[src/hdl/swtg_pkg.sv]
// Shared types, constants and codes for the square-wave tone generator.
// No dependencies; other hdl/ files except swtg_result_if.sv use it by scoped names.
package swtg_pkg;

    // Clock and prescaler
    localparam int unsigned CLOCK_HZ    = 16000000;
    localparam int unsigned SLOW_DIVIDE = 64;

    // Field and state widths
    localparam int unsigned FREQ_W  = 16;
    localparam int unsigned DUR_W   = 16;
    localparam int unsigned CMP_W   = 16;
    localparam int unsigned TOG_W   = 24;
    localparam int unsigned PRESC_W = $clog2(SLOW_DIVIDE);
    localparam int unsigned HALF_W  = $clog2(CLOCK_HZ + 1);
    localparam int unsigned PROD_W  = FREQ_W + DUR_W;

    // Shared divider word: holds the clock rate and 2*SLOW_DIVIDE*f
    localparam int unsigned SLOWDIV_W = FREQ_W + $clog2(2 * SLOW_DIVIDE);
    localparam int unsigned DIV_W     = (SLOWDIV_W > HALF_W) ? SLOWDIV_W : HALF_W;
    localparam int unsigned DIV_CNT_W = $clog2(DIV_W + 1);

    // Toggle count 2*f*d/1000 = (f*d/4)/125, taken by a reciprocal multiply that is
    // exact for every 30-bit value of f*d/4
    localparam int unsigned TOG_QUOT_W = PROD_W - 2;
    localparam int unsigned RECIP_W    = 31;
    localparam int unsigned TOG_RECIP  = 1099511628;   // ceil(2^37 / 125)
    localparam int unsigned TOG_SHIFT  = 37;

    // Arithmetic constants
    localparam int unsigned MS_PER_S = 1000;
    // A half period above this does not fit the 16-bit compare at full rate
    localparam int unsigned CMP_SPAN = 32'h0001_0000;

    // Command queue between front and back
    localparam int unsigned QUEUE_DEPTH = 2;
    localparam int unsigned QPTR_W      = $clog2(QUEUE_DEPTH);
    localparam int unsigned QCNT_W      = $clog2(QUEUE_DEPTH + 1);

    // Input op codes
    localparam logic OP_TICK  = 1'b0;
    localparam logic OP_START = 1'b1;

    typedef logic [FREQ_W-1:0]    freq_t;
    typedef logic [DUR_W-1:0]     dur_t;
    typedef logic [CMP_W-1:0]     cmp_t;
    typedef logic [TOG_W-1:0]     tog_t;
    typedef logic [PRESC_W-1:0]   presc_t;
    typedef logic [HALF_W-1:0]    half_t;
    typedef logic [PROD_W-1:0]    prod_t;
    typedef logic [DIV_W-1:0]     div_word_t;
    typedef logic [DIV_CNT_W-1:0] div_cnt_t;
    typedef logic [QPTR_W-1:0]    qptr_t;
    typedef logic [QCNT_W-1:0]    qcnt_t;
    typedef logic [TOG_QUOT_W+RECIP_W-1:0] tog_prod_t;

    // Classified command kinds
    typedef enum logic [1:0] {
        CMD_TICK,
        CMD_STOP,
        CMD_TONE
    } cmd_kind_t;

    typedef struct packed {
        cmd_kind_t kind;
        freq_t     frequency;
        dur_t      duration_ms;
    } cmd_t;

    // Queue head as seen by the back end
    typedef struct packed {
        logic valid;
        cmd_t cmd;
    } head_t;

    // Divider request and response
    typedef struct packed {
        logic      start;
        div_word_t dividend;
        div_word_t divisor;
    } div_req_t;

    typedef struct packed {
        logic      done;
        div_word_t quotient;
    } div_rsp_t;

    // Back-end sequencer
    typedef enum logic [2:0] {
        BK_IDLE,
        BK_HALF,
        BK_SLOW,
        BK_TOG,
        BK_LOAD
    } back_state_t;

endpackage

[src/hdl/swtg_item_if.sv]
// Input channel interface: valid/ready handshake with op, frequency, duration_ms.
// Depends on swtg_pkg for field types.
interface swtg_item_if;
    logic           valid;
    logic           ready;
    logic           op;
    swtg_pkg::freq_t frequency;
    swtg_pkg::dur_t  duration_ms;

    modport source (output valid, output op, output frequency, output duration_ms,
                    input ready);
    modport sink   (input valid, input op, input frequency, input duration_ms,
                    output ready);
endinterface

[src/hdl/swtg_result_if.sv]
// Result channel interface: valid/ready handshake with pin_level and active.
// No dependencies.
interface swtg_result_if;
    logic valid;
    logic ready;
    logic pin_level;
    logic active;

    modport source (output valid, output pin_level, output active, input ready);
    modport sink   (input valid, input pin_level, input active, output ready);
endinterface

[src/hdl/swtg_front.sv]
// Front end: accepts input transactions, classifies them and queues them for the back end.
// Depends on swtg_pkg and swtg_item_if.
module swtg_front (
    input  logic               clk,
    input  logic               rst_n,
    swtg_item_if.sink          item,
    output swtg_pkg::head_t    head,
    input  logic               pop
);

    swtg_pkg::cmd_t  q_reg [swtg_pkg::QUEUE_DEPTH];
    swtg_pkg::qptr_t wr_ptr_reg;
    swtg_pkg::qptr_t wr_ptr_next;
    swtg_pkg::qptr_t rd_ptr_reg;
    swtg_pkg::qptr_t rd_ptr_next;
    swtg_pkg::qcnt_t count_reg;
    swtg_pkg::qcnt_t count_next;
    swtg_pkg::cmd_t  in_cmd;
    logic            push;
    logic            do_pop;

    // Classify the incoming transaction
    always_comb
    begin
        in_cmd.frequency   = item.frequency;
        in_cmd.duration_ms = item.duration_ms;
        if (item.op == swtg_pkg::OP_START)
        begin
            in_cmd.kind = (item.frequency == '0) ? swtg_pkg::CMD_STOP : swtg_pkg::CMD_TONE;
        end
        else
        begin
            in_cmd.kind = swtg_pkg::CMD_TICK;
        end
    end

    assign item.ready = (count_reg != swtg_pkg::qcnt_t'(swtg_pkg::QUEUE_DEPTH));
    assign push       = item.valid && item.ready;
    assign do_pop     = pop && (count_reg != '0);

    assign head.valid = (count_reg != '0);
    assign head.cmd   = q_reg[rd_ptr_reg];

    // Advance pointers and occupancy
    always_comb
    begin
        wr_ptr_next = wr_ptr_reg;
        rd_ptr_next = rd_ptr_reg;
        count_next  = count_reg;
        if (push)
        begin
            wr_ptr_next = (wr_ptr_reg == swtg_pkg::qptr_t'(swtg_pkg::QUEUE_DEPTH - 1)) ?
                          '0 : wr_ptr_reg + swtg_pkg::qptr_t'(1);
        end
        if (do_pop)
        begin
            rd_ptr_next = (rd_ptr_reg == swtg_pkg::qptr_t'(swtg_pkg::QUEUE_DEPTH - 1)) ?
                          '0 : rd_ptr_reg + swtg_pkg::qptr_t'(1);
        end
        case ({push, do_pop})
            2'b10:   count_next = count_reg + swtg_pkg::qcnt_t'(1);
            2'b01:   count_next = count_reg - swtg_pkg::qcnt_t'(1);
            default: count_next = count_reg;
        endcase
    end

    always_ff @(posedge clk or negedge rst_n)
    begin
        if (!rst_n)
        begin
            wr_ptr_reg <= '0;
            rd_ptr_reg <= '0;
            count_reg  <= '0;
        end
        else
        begin
            wr_ptr_reg <= wr_ptr_next;
            rd_ptr_reg <= rd_ptr_next;
            count_reg  <= count_next;
        end
    end

    // Store the queued command
    always_ff @(posedge clk)
    begin
        if (push)
        begin
            q_reg[wr_ptr_reg] <= in_cmd;
        end
    end

endmodule

[src/hdl/swtg_div.sv]
// Shared restoring divider, one quotient bit per cycle over the full DIV_W-bit word.
// Depends on swtg_pkg.
module swtg_div (
    input  logic                clk,
    input  logic                rst_n,
    input  swtg_pkg::div_req_t  req,
    output swtg_pkg::div_rsp_t  rsp
);

    swtg_pkg::div_word_t rem_reg;
    swtg_pkg::div_word_t rem_next;
    swtg_pkg::div_word_t quo_reg;
    swtg_pkg::div_word_t quo_next;
    swtg_pkg::div_word_t dvs_reg;
    swtg_pkg::div_word_t dvs_next;
    swtg_pkg::div_cnt_t  cnt_reg;
    swtg_pkg::div_cnt_t  cnt_next;
    logic                busy_reg;
    logic                busy_next;
    logic                done_reg;
    logic                done_next;
    logic [swtg_pkg::DIV_W:0] trial;
    logic [swtg_pkg::DIV_W:0] diff;
    logic                     fits;

    // One restoring step
    always_comb
    begin
        trial = {rem_reg, quo_reg[swtg_pkg::DIV_W-1]};
        diff  = trial - {1'b0, dvs_reg};
        fits  = (trial >= {1'b0, dvs_reg});
    end

    // Load on start, step while busy
    always_comb
    begin
        rem_next  = rem_reg;
        quo_next  = quo_reg;
        dvs_next  = dvs_reg;
        cnt_next  = cnt_reg;
        busy_next = busy_reg;
        done_next = 1'b0;
        if (req.start)
        begin
            rem_next  = '0;
            quo_next  = req.dividend;
            dvs_next  = req.divisor;
            cnt_next  = swtg_pkg::div_cnt_t'(swtg_pkg::DIV_W);
            busy_next = 1'b1;
        end
        else if (busy_reg)
        begin
            rem_next = fits ? diff[swtg_pkg::DIV_W-1:0] : trial[swtg_pkg::DIV_W-1:0];
            quo_next = {quo_reg[swtg_pkg::DIV_W-2:0], fits};
            cnt_next = cnt_reg - swtg_pkg::div_cnt_t'(1);
            if (cnt_reg == swtg_pkg::div_cnt_t'(1))
            begin
                busy_next = 1'b0;
                done_next = 1'b1;
            end
        end
    end

    always_ff @(posedge clk or negedge rst_n)
    begin
        if (!rst_n)
        begin
            cnt_reg  <= '0;
            busy_reg <= 1'b0;
            done_reg <= 1'b0;
        end
        else
        begin
            cnt_reg  <= cnt_next;
            busy_reg <= busy_next;
            done_reg <= done_next;
        end
    end

    always_ff @(posedge clk)
    begin
        rem_reg <= rem_next;
        quo_reg <= quo_next;
        dvs_reg <= dvs_next;
    end

    assign rsp.done     = done_reg;
    assign rsp.quotient = quo_reg;

endmodule

[src/hdl/swtg_back.sv]
// Back end: runs the timer on ticks, computes tone settings through the shared
// divider on start commands, and holds the result register.
// Depends on swtg_pkg and swtg_result_if.
module swtg_back (
    input  logic                clk,
    input  logic                rst_n,
    input  swtg_pkg::head_t     head,
    output logic                pop,
    output swtg_pkg::div_req_t  div_req,
    input  swtg_pkg::div_rsp_t  div_rsp,
    swtg_result_if.source       result
);

    swtg_pkg::back_state_t state_reg;
    swtg_pkg::back_state_t state_next;

    // Timer and tone state
    swtg_pkg::presc_t presc_reg;
    swtg_pkg::presc_t presc_next;
    swtg_pkg::cmp_t   timer_reg;
    swtg_pkg::cmp_t   timer_next;
    swtg_pkg::cmp_t   cmp_reg;
    swtg_pkg::cmp_t   cmp_next;
    logic             slow_reg;
    logic             slow_next;
    swtg_pkg::tog_t   tog_reg;
    swtg_pkg::tog_t   tog_next;
    logic             run_reg;
    logic             run_next;
    logic             pin_reg;
    logic             pin_next;

    // Tone setup working registers
    swtg_pkg::freq_t  freq_reg;
    swtg_pkg::freq_t  freq_next;
    swtg_pkg::prod_t  prod_reg;
    swtg_pkg::prod_t  prod_next;
    swtg_pkg::half_t  half_reg;
    swtg_pkg::half_t  half_next;
    swtg_pkg::half_t  slowq_reg;
    swtg_pkg::half_t  slowq_next;
    swtg_pkg::tog_t   togq_reg;
    swtg_pkg::tog_t   togq_next;

    // Result register
    logic             out_valid_reg;
    logic             out_valid_next;
    logic             out_pin_reg;
    logic             out_pin_next;
    logic             out_act_reg;
    logic             out_act_next;

    // Tick evaluation
    logic             tick_wrap;
    logic             tick_step;
    swtg_pkg::presc_t tick_presc;
    swtg_pkg::cmp_t   tick_timer;
    swtg_pkg::tog_t   tick_tog;
    logic             tick_run;
    logic             tick_pin;

    // Tone load evaluation
    logic             tone_slow;
    swtg_pkg::half_t  half_less;
    swtg_pkg::half_t  slowq_less;
    swtg_pkg::cmp_t   tone_cmp;
    swtg_pkg::tog_prod_t tog_prod;

    logic             slot_free;
    logic             emit;

    assign slot_free = !out_valid_reg || result.ready;

    // Evaluate one tick of the timer and the compare match
    always_comb
    begin
        tick_wrap  = (presc_reg >= swtg_pkg::presc_t'(swtg_pkg::SLOW_DIVIDE - 1));
        tick_presc = tick_wrap ? '0 : presc_reg + swtg_pkg::presc_t'(1);
        tick_step  = !slow_reg || tick_wrap;
        tick_timer = timer_reg;
        tick_tog   = tog_reg;
        tick_run   = run_reg;
        tick_pin   = pin_reg;
        if (tick_step)
        begin
            if (timer_reg == cmp_reg)
            begin
                tick_timer = '0;
                if (run_reg)
                begin
                    if (tog_reg != '0)
                    begin
                        tick_pin = !pin_reg;
                        tick_tog = tog_reg - swtg_pkg::tog_t'(1);
                    end
                    else
                    begin
                        tick_run = 1'b0;
                        tick_pin = 1'b0;
                    end
                end
            end
            else
            begin
                tick_timer = timer_reg + swtg_pkg::cmp_t'(1);
            end
        end
    end

    // Pick the prescale and compare value from the two half-period quotients
    always_comb
    begin
        tone_slow  = (half_reg == '0) || (half_reg > swtg_pkg::half_t'(swtg_pkg::CMP_SPAN));
        half_less  = half_reg - swtg_pkg::half_t'(1);
        slowq_less = slowq_reg - swtg_pkg::half_t'(1);
        tone_cmp   = tone_slow ? slowq_less[swtg_pkg::CMP_W-1:0]
                               : half_less[swtg_pkg::CMP_W-1:0];
    end

    // Divide f*d/4 by 125 through the scaled reciprocal
    always_comb
    begin
        tog_prod = swtg_pkg::tog_prod_t'(prod_reg[swtg_pkg::PROD_W-1:2])
                 * swtg_pkg::tog_prod_t'(swtg_pkg::TOG_RECIP);
    end

    // Sequencer next state
    always_comb
    begin
        state_next = state_reg;
        case (state_reg)
            swtg_pkg::BK_IDLE:
            begin
                if (head.valid && slot_free && head.cmd.kind == swtg_pkg::CMD_TONE)
                begin
                    state_next = swtg_pkg::BK_HALF;
                end
            end
            swtg_pkg::BK_HALF:
            begin
                if (div_rsp.done)
                begin
                    state_next = swtg_pkg::BK_SLOW;
                end
            end
            swtg_pkg::BK_SLOW:
            begin
                if (div_rsp.done)
                begin
                    state_next = swtg_pkg::BK_TOG;
                end
            end
            swtg_pkg::BK_TOG:
            begin
                state_next = swtg_pkg::BK_LOAD;
            end
            swtg_pkg::BK_LOAD:
            begin
                if (slot_free)
                begin
                    state_next = swtg_pkg::BK_IDLE;
                end
            end
            default:
            begin
                state_next = swtg_pkg::BK_IDLE;
            end
        endcase
    end

    // Sequencer outputs and datapath updates
    always_comb
    begin
        pop              = 1'b0;
        emit             = 1'b0;
        div_req.start    = 1'b0;
        div_req.dividend = '0;
        div_req.divisor  = '0;
        presc_next       = presc_reg;
        timer_next       = timer_reg;
        cmp_next         = cmp_reg;
        slow_next        = slow_reg;
        tog_next         = tog_reg;
        run_next         = run_reg;
        pin_next         = pin_reg;
        freq_next        = freq_reg;
        prod_next        = prod_reg;
        half_next        = half_reg;
        slowq_next       = slowq_reg;
        togq_next        = togq_reg;
        case (state_reg)
            swtg_pkg::BK_IDLE:
            begin
                if (head.valid && slot_free)
                begin
                    pop = 1'b1;
                    case (head.cmd.kind)
                        swtg_pkg::CMD_TICK:
                        begin
                            emit       = 1'b1;
                            presc_next = tick_presc;
                            timer_next = tick_timer;
                            tog_next   = tick_tog;
                            run_next   = tick_run;
                            pin_next   = tick_pin;
                        end
                        swtg_pkg::CMD_STOP:
                        begin
                            emit     = 1'b1;
                            run_next = 1'b0;
                            pin_next = 1'b0;
                            tog_next = '0;
                        end
                        swtg_pkg::CMD_TONE:
                        begin
                            freq_next        = head.cmd.frequency;
                            prod_next        = swtg_pkg::prod_t'(head.cmd.frequency)
                                             * swtg_pkg::prod_t'(head.cmd.duration_ms);
                            div_req.start    = 1'b1;
                            div_req.dividend = swtg_pkg::div_word_t'(swtg_pkg::CLOCK_HZ);
                            div_req.divisor  = swtg_pkg::div_word_t'({head.cmd.frequency, 1'b0});
                        end
                        default:
                        begin
                            pop = 1'b0;
                        end
                    endcase
                end
            end
            swtg_pkg::BK_HALF:
            begin
                if (div_rsp.done)
                begin
                    half_next        = div_rsp.quotient[swtg_pkg::HALF_W-1:0];
                    div_req.start    = 1'b1;
                    div_req.dividend = swtg_pkg::div_word_t'(swtg_pkg::CLOCK_HZ);
                    div_req.divisor  = swtg_pkg::div_word_t'(freq_reg)
                                     * swtg_pkg::div_word_t'(2 * swtg_pkg::SLOW_DIVIDE);
                end
            end
            swtg_pkg::BK_SLOW:
            begin
                if (div_rsp.done)
                begin
                    slowq_next = div_rsp.quotient[swtg_pkg::HALF_W-1:0];
                end
            end
            swtg_pkg::BK_TOG:
            begin
                togq_next = tog_prod[swtg_pkg::TOG_SHIFT +: swtg_pkg::TOG_W];
            end
            swtg_pkg::BK_LOAD:
            begin
                if (slot_free)
                begin
                    emit      = 1'b1;
                    cmp_next  = tone_cmp;
                    slow_next = tone_slow;
                    tog_next  = togq_reg;
                    run_next  = 1'b1;
                end
            end
            default:
            begin
                emit = 1'b0;
            end
        endcase
    end

    // Hold the result until taken; load it with the updated pin and run state
    always_comb
    begin
        out_pin_next   = out_pin_reg;
        out_act_next   = out_act_reg;
        out_valid_next = out_valid_reg && !result.ready;
        if (emit)
        begin
            out_valid_next = 1'b1;
            out_pin_next   = pin_next;
            out_act_next   = run_next;
        end
    end

    always_ff @(posedge clk or negedge rst_n)
    begin
        if (!rst_n)
        begin
            state_reg     <= swtg_pkg::BK_IDLE;
            presc_reg     <= '0;
            timer_reg     <= '0;
            cmp_reg       <= '0;
            slow_reg      <= 1'b0;
            tog_reg       <= '0;
            run_reg       <= 1'b0;
            pin_reg       <= 1'b0;
            out_valid_reg <= 1'b0;
        end
        else
        begin
            state_reg     <= state_next;
            presc_reg     <= presc_next;
            timer_reg     <= timer_next;
            cmp_reg       <= cmp_next;
            slow_reg      <= slow_next;
            tog_reg       <= tog_next;
            run_reg       <= run_next;
            pin_reg       <= pin_next;
            out_valid_reg <= out_valid_next;
        end
    end

    always_ff @(posedge clk)
    begin
        freq_reg    <= freq_next;
        prod_reg    <= prod_next;
        half_reg    <= half_next;
        slowq_reg   <= slowq_next;
        togq_reg    <= togq_next;
        out_pin_reg <= out_pin_next;
        out_act_reg <= out_act_next;
    end

    assign result.valid     = out_valid_reg;
    assign result.pin_level = out_pin_reg;
    assign result.active    = out_act_reg;

endmodule

[src/hdl/square_wave_tone_generator.sv]
// Square-wave tone generator. Ticks: an accepted tick passes through a 2-entry queue, the timer
// update in the back end and the result register; one tick per cycle sustained while the
// result side takes each result. Start with nonzero frequency: two passes through the shared
// bit-per-cycle divider and one reciprocal multiply, then a load; a stop is done in idle.
// Reset (rst_n, asynchronous, active low) clears timer, prescaler, compare, toggle count,
// pin and run state, empties the queue and drops any pending result.
module square_wave_tone_generator (
    input  logic          clk,
    input  logic          rst_n,
    swtg_item_if.sink     item,
    swtg_result_if.source result
);

    swtg_pkg::head_t    head;
    logic               pop;
    swtg_pkg::div_req_t div_req;
    swtg_pkg::div_rsp_t div_rsp;

    // Accept and classify transactions
    swtg_front u_front (
        .clk   (clk),
        .rst_n (rst_n),
        .item  (item),
        .head  (head),
        .pop   (pop)
    );

    // Shared divider for tone setup
    swtg_div u_div (
        .clk   (clk),
        .rst_n (rst_n),
        .req   (div_req),
        .rsp   (div_rsp)
    );

    // Execute commands and drive results
    swtg_back u_back (
        .clk     (clk),
        .rst_n   (rst_n),
        .head    (head),
        .pop     (pop),
        .div_req (div_req),
        .div_rsp (div_rsp),
        .result  (result)
    );

endmodule

[src/flat_wrapper.sv]
// flat-port wrapper written by rule: the top's interface ports become plain ports
module square_wave_tone_generator_flat 
  (clk, rst_n, item_valid, item_op, item_frequency, item_duration_ms, item_ready, result_valid, result_pin_level, result_active, result_ready);
  swtg_item_if item_i ();
  swtg_result_if result_i ();
  input  logic clk;
  input  logic rst_n;
  input wire logic [$bits(item_i.valid)-1:0] item_valid;
  input wire logic [$bits(item_i.op)-1:0] item_op;
  input wire logic [$bits(item_i.frequency)-1:0] item_frequency;
  input wire logic [$bits(item_i.duration_ms)-1:0] item_duration_ms;
  output wire logic [$bits(item_i.ready)-1:0] item_ready;
  output wire logic [$bits(result_i.valid)-1:0] result_valid;
  output wire logic [$bits(result_i.pin_level)-1:0] result_pin_level;
  output wire logic [$bits(result_i.active)-1:0] result_active;
  input wire logic [$bits(result_i.ready)-1:0] result_ready;
  assign item_i.valid = item_valid;
  assign item_i.op = item_op;
  assign item_i.frequency = item_frequency;
  assign item_i.duration_ms = item_duration_ms;
  assign item_ready = item_i.ready;
  assign result_valid = result_i.valid;
  assign result_pin_level = result_i.pin_level;
  assign result_active = result_i.active;
  assign result_i.ready = result_ready;
  square_wave_tone_generator u_core (.clk(clk), .rst_n(rst_n), .item(item_i), .result(result_i));
endmodule
[config.mk]
export PLATFORM = sky130hd
export DESIGN_NAME = square_wave_tone_generator_flat
export DESIGN_NICKNAME = d
export VERILOG_FILES = /design/src/hdl/swtg_pkg.sv /design/src/hdl/swtg_item_if.sv /design/src/hdl/swtg_result_if.sv /design/src/hdl/swtg_front.sv /design/src/hdl/swtg_div.sv /design/src/hdl/swtg_back.sv /design/src/hdl/square_wave_tone_generator.sv /design/src/flat_wrapper.sv
export SDC_FILE = /design/constraint.sdc
export NUM_CORES = 2
export LEC_CHECK = 0
export ABC_AREA = 1
export ABC_CLOCK_PERIOD_IN_PS = 10200
export BUFFER_PORTS_ARGS = -buffer_cell sky130_fd_sc_hd__buf_4
export CORE_MARGIN = 3
export CORE_UTILIZATION = 35
export CTS_CLUSTER_DIAMETER = 50
export DETAILED_ROUTE_END_ITERATION = 10
export GPL_TIMING_DRIVEN = 0
export MAX_ROUTING_LAYER = met4
export PLACE_DENSITY = 0.51
export SLEW_MARGIN = 20
export SYNTH_ARGS = -nofsm -noshare
export SYNTH_HDL_FRONTEND = slang
export SYNTH_HIERARCHICAL = 1
export SYNTH_SLANG_ARGS = --single-unit
export TNS_END_PERCENT = 20
[constraint.sdc]
create_clock -name clk -period 10.2 [get_ports clk]
set_clock_uncertainty 0.05 [all_clocks]
set_input_delay 0.51 -clock clk [delete_from_list [all_inputs] [get_ports clk]]
set_output_delay 0.51 -clock clk [all_outputs]
set_load 0.03 [all_outputs]
### After elaboration in Yosys (flattened, before gate mapping)

Memory sizes are Yosys's and may differ from the RTL's.
Cells that the tools add are included.

* register bits: 266
* bits in writable memories: 68
* output and inout port bits: 4
* memories kept: 1

Memories
* u_core.u_front.q_reg: depth 2, width 34, read ports 1, clocked after Yosys merged registers in 0, write ports 1, RTL line swtg_front.sv:11 `swtg_pkg::cmd_t q_reg [swtg_pkg::QUEUE_DEPTH];`

* $add $sub $neg: 11
* multiply operators: 2
* $lt $le $gt $ge: 3
* equal/unequal tests: 21
* muxes and demuxes: 61
* reduce and logical (&&, ||, !) cells: 31

Operators with widths (number)
* 24-bit two-way mux: 9
* 49-bit two-way mux: 3
* 49-bit case mux with 2 select lines: 1
* 24-bit case mux with 2 select lines: 2
* 30-bit by 29-bit multiplier with 59-bit output (second input constant): 1
* 16-bit by 16-bit multiplier with 32-bit output: 1
* 16-bit two-way mux: 2
* 16-bit by 1-bit subtractor with 16-bit output (second input constant): 2
* 1-bit two-way mux: 29
* 25-bit by 24-bit greater-or-equal comparator with 1-bit output: 1
* 24-bit by 17-bit > comparator with 1-bit output (second input constant): 1
* 24-bit zero test: 1
* 24-bit nonzero test: 1
* 24-bit by 1-bit subtractor with 24-bit output (second input constant): 1
* 24-bit subtractor: 1
* 16-bit by 1-bit adder with 16-bit output (second input constant): 1
* 16-bit == test: 1
* 16-bit zero test: 1
* 3-bit case mux with 5 select lines: 1
* 3-bit two-way mux: 4
* 3-bit != test (second input constant): 4
* 5-bit two-way mux: 2
* 2-bit != test (second input constant): 4
* 1-bit case mux with 2 select lines: 4
* 29 further kinds: 51

### Depth between registers and ports, before layout

An unclocked memory read counts as a cell.

* word-level depth: 9
* depth in mapped cells: 31
* gate-level depth less buffers: 28

### Hierarchy

The synthesis kept the hierarchy.

By module, submodules not included
* swtg_back: times used 1, cells each 3773, area an instance 32034.5 µm²
* swtg_div: times used 1, cells each 740, area an instance 5149.9 µm²
* swtg_front: times used 1, cells each 219, area an instance 2771.4 µm²

### Worst setup path after synthesis

OpenSTA, ideal clock, no wires.

* kind: register to register
* from: reg u_core.u_front.rd_ptr_reg
* to: reg u_core.u_back.prod_reg[22] (data pin)
* arrival: 6.048 ns
* required time: 9.892 ns
* path slack: 3.844 ns
* cell stages (with the launch flop): 28
* buffers on the path: 4
* clock period less this slack: 6.356 ns
* cells stage by stage: dfrtp_1 -> buf_4 -> inv_4 -> buf_6 -> nand2_1 -> nand2_1 -> clkbuf_1 -> clkbuf_1 -> nand2_1 -> fa_1 -> inv_1 -> fa_1 -> inv_1 -> fa_1 -> inv_1 -> fa_1 -> inv_1 -> fa_1 -> inv_1 -> fa_1 -> ha_1 -> a21oi_1 -> inv_1 -> a31oi_1 -> a21boi_0 -> o21ai_0 -> a21oi_1 -> xnor2_1

RTL lines
* start: declaration: RTL line swtg_front.sv:14 `swtg_pkg::qptr_t rd_ptr_reg;`
* start signal: assignment: RTL line swtg_front.sv:78 `rd_ptr_reg <= rd_ptr_next;`
* end signal: assignment: RTL line swtg_back.sv:315 `prod_reg <= prod_next;`
* end: declaration: RTL line swtg_back.sv:36 `swtg_pkg::prod_t prod_reg;`

==> summary.txt <==
Outcome
  – Run status: finished, final reports clean

Critical path
  – Crit-path max FO: 10
  – Critical path class: reg2reg
  – Worst reg2reg setup slack: 2010 ps
  – Startpoint class of the critical path: register
  – CP Capture Type: register
  – Worst EP arrival: 8500 ps
  – Critical path required time: approximately 11,000 ps

Timing
  – Tmin final: around 8000 ps
  – Final setup fails: 0
  – Period utilisation layout: 80.32%
  – Setup TNS: 0 ps
  – Final Max Tran Viols: 0
  – WHS: 78.66 ps
  – Final Hold Vio Count: 0
  – Unrepaired setup endpoints after global routing: false
  – Worst slew margin: 30.10%
  – F_max: between 100 and 150 MHz
  – Worst-margin pin slew: ~1000 ps

Synth
  – Post-synth EDFFs: around 230
  – Register area share after synthesis: a little under a quarter
  – Cells after synthesis: roughly 4,700
  – Yosys cell types: 59
  – Asr flop ratio synth: 24.10%
  – Syn avg cell area: about 8.4 um2
  – Yosys reg bits: 332
  – Synth warnings: 6
  – Cell Area, Synth: between 30,000 and 40,000 um2
  – Synth Flop Type: edfxtp_1

Drt
  – Vias per cell: 4.627
  – Drt first pass iters: 6
  – DRC: 0
  – Via count: 29,730
  – DR WL/cell: 16.98 um
  – Initial drt markers: 1,689
  – Antenna-violating nets left: 0
  – Routed WL: 109,100 um

CTS
  – Worst-Skew Late Latency: 650 ps
  – Max Buffers Root-to-Sink: 3
  – Hold-fix buffer count after cts: 32
  – CTS sink cnt: 332
  – Root Buffer: clkbuf_16
  – Clock slew at reported path FFs: ~60 ps
  – CTS-repair resized insts: 0
  – Setup bufs post-CTS: 0
  – H-tree levels: 2
  – CTS buffer count: 52
  – CTS tree: built

Die
  – Die W: about 340 um
  – Initial Util: 35.37%
  – Core area: 113,000 um2
  – Site Rows: between 100 and 150
  – I/O Pins: 41
  – Die Ht: between 300 and 400 um
  – Die area: between 100,000 and 150,000 um2

Global route
  – Number of global-route vias before repair: ~30,000
  – GRT Util Overall: 19.29%
  – Initial antenna violation count: 0
  – First-pass GRT wire length: 170,900 um
  – GRT overflow: 0
  – Pin count of the biggest net entering global routing: 81

Cells and area
  – Final Non-Filler Cells: 6,426
  – Final core utilization: 39.35%
  – Area grow syn2layout: 11.24%
  – Final nets: 5,895
  – Fill count: roughly 12,000
  – Share of cells above drive strength 1: about 5.4%
  – Max reg flops: slightly below 70

Place
  – Placed Cells: 6,295
  – Routability Congestion: 0.9110
  – Port Buffers: 40
  – DP HPWL: between 80,000 and 90,000 um

Hold path
  – Worst min path class: in2reg

Flow run
  – Max Cap Viol: 0
## final timing paths
path,to,startpoint,cells past startpoint
min reg2reg,u_core/u_back/half_reg[21]$_DFFE_PP_,u_core/u_div/quo_reg[21]$_DFFE_PP_,0
min in group asynchronous,u_core/u_back/tog_reg[18]$_DFFE_PN0P_,rst_n,2
min,u_core/u_front/q_reg[0][21]$_DFFE_PP_,item_frequency[5],1
max reg2reg,u_core/u_back/prod_reg[22]$_DFFE_PP_,u_core/u_front/rd_ptr_reg$_DFFE_PN0P_,27
max in group asynchronous,u_core/u_front/count_reg[0]$_DFFE_PN0P_,rst_n,2
max,u_core/u_back/prod_reg[22]$_DFFE_PP_,u_core/u_front/rd_ptr_reg$_DFFE_PN0P_,27
## logic make-up (layout without fill, tap and decap cells)
family	count (synthesis)	in the layout	synth area share (%)
compound gates	356	356	5.051
xor+xnor	79	79	1.732
fa+ha+maj	977	977	39.44
buf+inv	1310	1485	12.79
flops	332	332	23.35
other cells	1	20	0.009385
simple gates	1677	1677	17.63
## critical path: stages (launching register included)
cell	delay (ps)
dfrtp_1	370
buf_4	180
inv_4	140
buf_6	170
nand2_1	60
nand2_1	150
clkbuf_1	800
clkbuf_1	710
nand2_1	180
fa_1	570
inv_1	70
fa_1	480
inv_1	50
fa_1	490
fa_1	540
inv_1	50
fa_1	470
inv_1	50
fa_1	470
inv_1	40
ha_1	330
a21oi_1	190
inv_1	100
a31oi_1	210
a21boi_0	520
o21ai_0	220
a21oi_1	200
xnor2_1	80
## cell usage after synthesis, drive strengths merged, types with 7 or more instances
cell | instances | area, um2
a21o | 9 | 67.56
a31oi | 9 | 56.30
dfrtp | 80 | 2002
nand4 | 53 | 346.6
o21ai | 139 | 695.7
inv | 1174 | 4409
dfxtp | 24 | 480.5
a22o | 11 | 96.34
buf | 51 | 380.4
a32o | 7 | 70.07
nor3 | 27 | 161.4
ha | 506 | 6331
nor2 | 284 | 1185
xor2 | 40 | 350.3
nand3b | 13 | 97.59
o21bai | 14 | 105.1
clkbuf | 81 | 304.0
nand2 | 1125 | 4305
xnor2 | 39 | 341.6
a21oi | 139 | 706.9
fa | 471 | 9429
nor4 | 13 | 81.33
edfxtp | 228 | 6847
nand3 | 151 | 783.3
## per-stage QoR
stage	setup slack [ps]	area [um2]
5_1_grt	1592	44450
6_report	2007	44450
4_1_cts	2054	44450
2_1_floorplan	3844	40020
3_5_place_dp	2068	42320
3_3_place_gp	2095	42200
## routing by layer
metal  wire length (um)  vias to the layer above  GRT usage (%)
met2              51240                      582          31.25
met5                  0                        -              -
met4               2455                        0          4.230
met3               5080                      129          2.712
li1                   -                    14790              -
met1              50340                    14230          25.76
## area by class of cell
cell class              count  area, um2  area share [%]
inverters                1178       4424           9.954
clock inverters            38      441.7          0.9937
flip-flops and latches    332       9329           20.99
diodes                      1      2.502        0.005630
repair buffers             77      726.9           1.636
plain buffers             132      689.4           1.551
clock buffers              60       1361           3.063
well taps                1500       1877           4.223
multi-input cells        3108      25600           57.59
## placed cells by master, fill, tap and decap left out, types with 7 or more instances in the layout
cell type	netlist	layout
inv_1	1165	1165
nand2_1	1102	1102
ha_1	506	506
fa_1	471	471
nor2_1	259	257
edfxtp_1	228	228
nand3_1	147	147
a21oi_1	138	138
o21ai_0	134	133
clkbuf_1	81	85
dfrtp_1	80	80
buf_4	33	72
clkbuf_16	0	52
nand4_1	52	52
xor2_1	40	40
xnor2_1	39	39
dlygate4sd3_1	0	32
dfxtp_1	24	24
nor3_1	23	23
nor2_2	19	20
conb_1	1	19
nand2_2	18	18
o21bai_1	14	14
nand3b_1	13	13
nor4_1	13	13
buf_2	10	11
a22o_1	11	11
a31oi_1	9	9
a21o_1	9	9
clkinv_2	0	8
buf_6	7	8
inv_2	8	8
inv_6	0	7
a32o_1	7	7
Power is not shown: default switching activity piles up to over one toggle a cycle in this logic, so the estimate is an artifact.
